### src/rtl/npc_pkg.sv
package npc_pkg;

    localparam int PALETTE_ENTRIES_DEF = 256;
    // only the first 256 slots can ever be written
    localparam int MAX_SCAN = 256;

    localparam int WORD_W = 32;
    localparam int COMP_W = 8;
    localparam int SQ_W   = 2 * COMP_W;
    localparam int DIST_W = SQ_W + 2;
    localparam int PEN_W  = 8;

    localparam logic [WORD_W-1:0] UNUSED_WORD = 32'hffff_ffff;

    localparam logic KIND_WRITE = 1'b0;
    localparam logic KIND_QUERY = 1'b1;

    typedef struct packed {
        logic              kind;
        logic [7:0]        entry_index;
        logic [WORD_W-1:0] entry_word;
        logic [COMP_W-1:0] red;
        logic [COMP_W-1:0] green;
        logic [COMP_W-1:0] blue;
    } in_req_t;

    typedef struct packed {
        logic [PEN_W-1:0] pen;
        logic             found;
    } out_res_t;

    // travels with each palette read through the distance pipeline
    typedef struct packed {
        logic             valid;
        logic             last;
        logic [PEN_W-1:0] idx;
    } tag_t;

    typedef struct packed {
        logic              valid;
        logic              last;
        logic              used;
        logic [PEN_W-1:0]  idx;
        logic [DIST_W-1:0] sq_sum;
    } dist_res_t;

endpackage

### src/rtl/npc_dist.sv
module npc_dist (
    input  logic                              aclk,
    input  logic                              aresetn,
    input  logic                              flush,
    input  logic [npc_pkg::WORD_W-1:0]        word,
    input  npc_pkg::tag_t                     tag,
    input  logic [npc_pkg::COMP_W-1:0]        red,
    input  logic [npc_pkg::COMP_W-1:0]        green,
    input  logic [npc_pkg::COMP_W-1:0]        blue,
    output npc_pkg::dist_res_t                res
);
    import npc_pkg::*;

    // stage 1: absolute differences
    tag_t              s1_tag_reg, s1_tag_next;
    logic              s1_used_reg;
    logic [COMP_W-1:0] s1_dr_reg, s1_dg_reg, s1_db_reg;
    // stage 2: squares
    tag_t              s2_tag_reg, s2_tag_next;
    logic              s2_used_reg;
    logic [SQ_W-1:0]   s2_sr_reg, s2_sg_reg, s2_sb_reg;

    function automatic logic [COMP_W-1:0] abs_diff(input logic [COMP_W-1:0] a,
                                                   input logic [COMP_W-1:0] b);
        return (a > b) ? (a - b) : (b - a);
    endfunction

    always_comb begin
        s1_tag_next = tag;
        s2_tag_next = s1_tag_reg;
        if (flush) begin
            s1_tag_next.valid = 1'b0;
            s2_tag_next.valid = 1'b0;
        end
    end

    always_ff @(posedge aclk) begin
        if (!aresetn) begin
            s1_tag_reg <= '0;
            s2_tag_reg <= '0;
        end else begin
            s1_tag_reg <= s1_tag_next;
            s2_tag_reg <= s2_tag_next;
        end
    end

    always_ff @(posedge aclk) begin
        s1_used_reg <= (word != UNUSED_WORD);
        s1_dr_reg   <= abs_diff(word[23:16], red);
        s1_dg_reg   <= abs_diff(word[15:8], green);
        s1_db_reg   <= abs_diff(word[7:0], blue);

        s2_used_reg <= s1_used_reg;
        s2_sr_reg   <= s1_dr_reg * s1_dr_reg;
        s2_sg_reg   <= s1_dg_reg * s1_dg_reg;
        s2_sb_reg   <= s1_db_reg * s1_db_reg;
    end

    always_comb begin
        res.valid  = s2_tag_reg.valid;
        res.last   = s2_tag_reg.last;
        res.idx    = s2_tag_reg.idx;
        res.used   = s2_used_reg;
        res.sq_sum = DIST_W'(s2_sr_reg) + DIST_W'(s2_sg_reg) + DIST_W'(s2_sb_reg);
    end

endmodule

### config.mk
export PLATFORM = sky130hd
export DESIGN_NAME = npc_dist
export DESIGN_NICKNAME = d
export VERILOG_FILES = /design/src/rtl/npc_pkg.sv /design/src/rtl/npc_dist.sv
export SDC_FILE = /design/constraint.sdc
export NUM_CORES = 1
export LEC_CHECK = 0
export BUFFER_PORTS_ARGS = -buffer_cell sky130_fd_sc_hd__buf_2
export CAP_MARGIN = 20
export CORE_MARGIN = 2
export CORE_UTILIZATION = 55
export DETAILED_ROUTE_END_ITERATION = 10
export PLACE_DENSITY_LB_ADDON = 0.05
export SLEW_MARGIN = 20
export SYNTH_ARGS = -nofsm -noshare
export SYNTH_HDL_FRONTEND = slang
export SYNTH_SLANG_ARGS = --single-unit
export TNS_END_PERCENT = 10
### constraint.sdc
create_clock -name aclk -period 5.47 [get_ports aclk]
set_input_delay 1.094 -clock aclk [delete_from_list [all_inputs] [get_ports aclk]]
set_output_delay 1.094 -clock aclk [all_outputs]
set_load 0.005 [all_outputs]
# Word-level counts from Yosys, hierarchy flattened
# Index checks and enable logic that the tools add are counted.
[op_classes]
add_sub_neg = 8
eq_ne = 1
magnitude_cmp = 3
n_reduce_logical = 1
mul = 3
n_bitwise = 1
mux = 3
[op_table]
columns = ["op", "n"]
rows = [
  ["8-bit by 8-bit multiplier with 16-bit output", 3],
  ["8-bit subtractor", 6],
  ["32-bit != test, second input constant", 1],
  ["8-bit greater-than comparator", 3],
  ["8-bit 2-to-1 mux", 3],
  ["17-bit by 16-bit adder with 18-bit output", 1],
  ["16-bit by 16-bit adder with 17-bit output", 1],
  ["2-bit OR reduction", 1],
  ["1-bit inverter", 1],
]
[totals]
in_bits = 69
register_bits = 94
out_inout_bits = 29
wordCells = 34

# Logic depth before layout (Yosys ltp)
[logic_depth]
ltp_word = 2
mapped_depth = 17
ltp_nobuf = 16

# Worst setup path after synthesis
# No wires, ideal clock.
[synth_path]
path_kind = "register to register"
start = "register s1_dg_reg[5]"
end = "register s2_sg_reg[15]"
arrival_ns = 4.211
period_less_slack_ns = 4.329
stages_incl_launch_ff = 16
n_path_buf = 0
setup_slack_ns = 1.141
path_cell_list = "dfxtp_1 inv_1 nor2_1 fa_1 fa_1 inv_1 fa_1 fa_1 inv_1 ha_1 or2_2 a21oi_1 nor3_2 a2111oi_4 a21oi_2 xnor2_1"
[synth_between]
elab_chain_cells = 1
[synth_rtl]
columns = ["element", "line", "rtl"]
rows = [
  ["start, declared", "npc_dist.sv:17", "logic [COMP_W-1:0] s1_dr_reg, s1_dg_reg, s1_db_reg;"],
  ["start signal, assigned", "npc_dist.sv:50", "s1_dg_reg <= abs_diff(word[15:8], green);"],
  ["8-bit by 8-bit multiplier with 16-bit output", "npc_dist.sv:55", "s2_sg_reg <= s1_dg_reg * s1_dg_reg;"],
  ["end signal, assigned", "npc_dist.sv:55", ""],
  ["end, declared", "npc_dist.sv:21", "logic [SQ_W-1:0] s2_sr_reg, s2_sg_reg, s2_sb_reg;"],
]
# No other way between the ends.
# A chain may end at the register's enable or synchronous reset.

# Worst setup path in the final report
# Same ends and word-level chain as after synthesis.

==> impl_results.md <==
* Post_cts resized at 0
* GRT Overall Usage at 21.9%
* #FFs+latches synth at 91
* Worst Setup Start Kind: flop
* Final instance area at 11400 um2
* Per-cell routed wire length at 13.8 um
* Synth top cells by count: 193 x inv_1, 148 x ha_1, 97 x fa_1
* Chip height at 141 um
* Cell repeated most along the worst path: fa_1
* Number of global-route vias before repair at 7645
* Layout cells sized above 1 at 11.1%
* CP Data Required Time at 5710 ps
* Root Buffer: clkbuf_16
* Die area at 20000 um2
* Largest net degree at the start of global routing at 21
* Clock Tree Buf Depth at 2
* First-pass GRT wire length at 35800 um
* Post-Place Setup Slack at 888 ps
* Synth warnings at 0
* CP Max Fanout at 8
* Top-count cell post-synth: inv_1
* Global placer's final weighted congestion at 0.813
* CP cell instances: inv_1 > nor2_1 > fa_1 > fa_1 > inv_1 > fa_1 > fa_1 > inv_1 > ha_1 > or2_2 > a21oi_1 > nor3_2 > a2111oi_4 > a21oi_2 > xnor2_1
* DRC viols at 0
* Routed via count at 7833
* Area leader, netlist: fa_1
* Rows at 50
* Yosys cell types at 64
* Clk slew on worst S/H paths at 70 ps
* RSZ-0062 raised after global routing: false
* Hold Path Class: reg2reg
* CP bufs+invs at 3
* Mapped cell area at 10400 um2
* Syn avg cell area at 8.85 um2
* Layout Skew at 6.88 ps
* Worst-Skew Late Latency at 350 ps
* Core box area at 18600 um2
* # nets final at 1573
* Num CTS Buffers at 9
* H-tree Lvls at 3
* Status: complete, no violations
* Minimum clock period at 4570 ps
* Worst Setup End Kind: flop
* Post-route setup slack at 896 ps
* DR iter-0 viols at 269
* Dpl hpwl at 17700 um
* Seq/Total Area, Yosys at 17.6%
* Top cells by area, synth: fa_1 19%, ha_1 18%, dfxtp_1 18%
* Horiz. Die Dim at 141 um
* Slew HR at 61.0%
* Post-synthesis cell count at 1171
* Number of enable flip-flop cells after synthesis at 0
* Reg2Reg Setup Slack at 900 ps
* CP top delay family: adder cells
* Hold Buf Count CTS at 0
* Number of vias per cell at 5.23
* Total grt overflow at 0
* Setup Buffers After CTS at 0
* Placed Area at 11000 um2
* Kind of critical path: reg2reg
* Diodes inserted at 0
* Ys flop type: dfxtp_1
* Synth async-reset ratio at 0%
* DRT antenna net count at 0
* Area Growth Syn to Fin at 9.56%
* Initial core utilization at 55.8%
* Final worst path period share at 83.6%
* Post-Route WL at 20600 um
* Slew Limit Fails at 0
* # IOs at 98
* Drt first pass iters at 5
* Initial antenna violation count at 0
* Post-synth top area share at 18.7%
* Achievable Freq at 219 MHz
* WP data arrival at 4820 ps
* Final Setup Violations at 0
* Final Hold Fails at 0
* Largest stage delay on the critical path at 540 ps
* Tightest Pin Transition at 582 ps
* Max-Cap Viols at 0
* Setup TNS at 0 ps
* Number of port buffers at 97
* Crit-path slowest cell: fa_1
* TritonCTS clock tree: yes
* Sink Count at 91
==> metal layers <==
layer	global-route usage (%)	vias up	wire (um)	part of all wire, %
li1	-	4075	-	-
met1	30.4	3606	10200	49
met2	37.1	140	9570	46
met3	1.92	12	642	3.1
met4	5.53	0	244	1.2
met5	0	-	0	0
==> path summary, 6_finish.rpt <==
path                        startpoint                     to  depth (start not counted)
setup / recovery  s1_dg_reg[5]$_DFF_P_  s2_sg_reg[15]$_DFF_P_                         15
hold / removal     s1_used_reg$_DFF_P_    s2_used_reg$_DFF_P_                          0
setup reg to reg  s1_dg_reg[5]$_DFF_P_  s2_sg_reg[15]$_DFF_P_                         15
hold reg to reg    s1_used_reg$_DFF_P_    s2_used_reg$_DFF_P_                          0
==> cell families (layout without fill, tap and decap cells) <==
| kind of cell | Yosys count | count (layout) | share of synthesized area, % |
|---|---|---|---|
| and+or+nand+nor | 333 | 333 | 17.1 |
| adders and majority gates | 245 | 245 | 36.6 |
| AOI/OAI and AO/OA | 221 | 221 | 15.1 |
| buffers and inverters | 215 | 306 | 7.98 |
| DFF | 91 | 91 | 17.6 |
| xor gates and xnor gates | 59 | 59 | 4.99 |
| muxes | 6 | 6 | 0.580 |
| other | 1 | 3 | 0.0362 |
==> cell type report <==
type / count / area [um2]
repair buffers: 97 / 485
well taps: 234 / 293
clock inverters: 7 / 82.6
inverters: 193 / 724
multi-input cells: 867 / 7720
clock buffers: 9 / 225
fillers: 1706 / 7230
flip-flops and latches: 91 / 1820
==> placed cells by master (no fill, tap or decap), types with 13 or more instances in the layout <==
| cell type | n |
|---|---|
| inv_1 | 193 |
| ha_1 | 148 |
| fa_1 | 97 |
| buf_2 | 97 |
| dfxtp_1 | 91 |
| and2_1 | 87 |
| nand2_1 | 63 |
| nor2_1 | 59 |
| a21oi_1 | 47 |
| xnor2_1 | 46 |
| o21ai_0 | 44 |
| a21o_1 | 26 |
| a211oi_1 | 25 |
| nor3_1 | 25 |
| nor2b_1 | 23 |
| o21a_1 | 14 |
| xor2_1 | 13 |
==> worst register-to-register path: stages (launching register included) <==
cell and delay (ps):
dfxtp_1 430, inv_1 140, nor2_1 250, fa_1 500, fa_1 540, inv_1 50, fa_1 470, fa_1 490
inv_1 40, ha_1 320, or2_2 310, a21oi_1 210, nor3_2 90, a2111oi_4 380, a21oi_2 110, xnor2_1 130
==> metrics by stage <==
| step | cells | utilization (%) | hold slack, ps |
|---|---|---|---|
| floorplan | 1173 | - | 310 |
| global placement | 1482 | 59.4 | 312 |
| detailed placement | 1482 | 59.4 | 319 |
| CTS | 1498 | 61.1 | 342 |
| global route | 1498 | 61.1 | 355 |
| finish | 1498 | 61.1 | 339 |
Power is not shown: default switching activity piles up to over one toggle a cycle in this logic, so the estimate is an artifact.
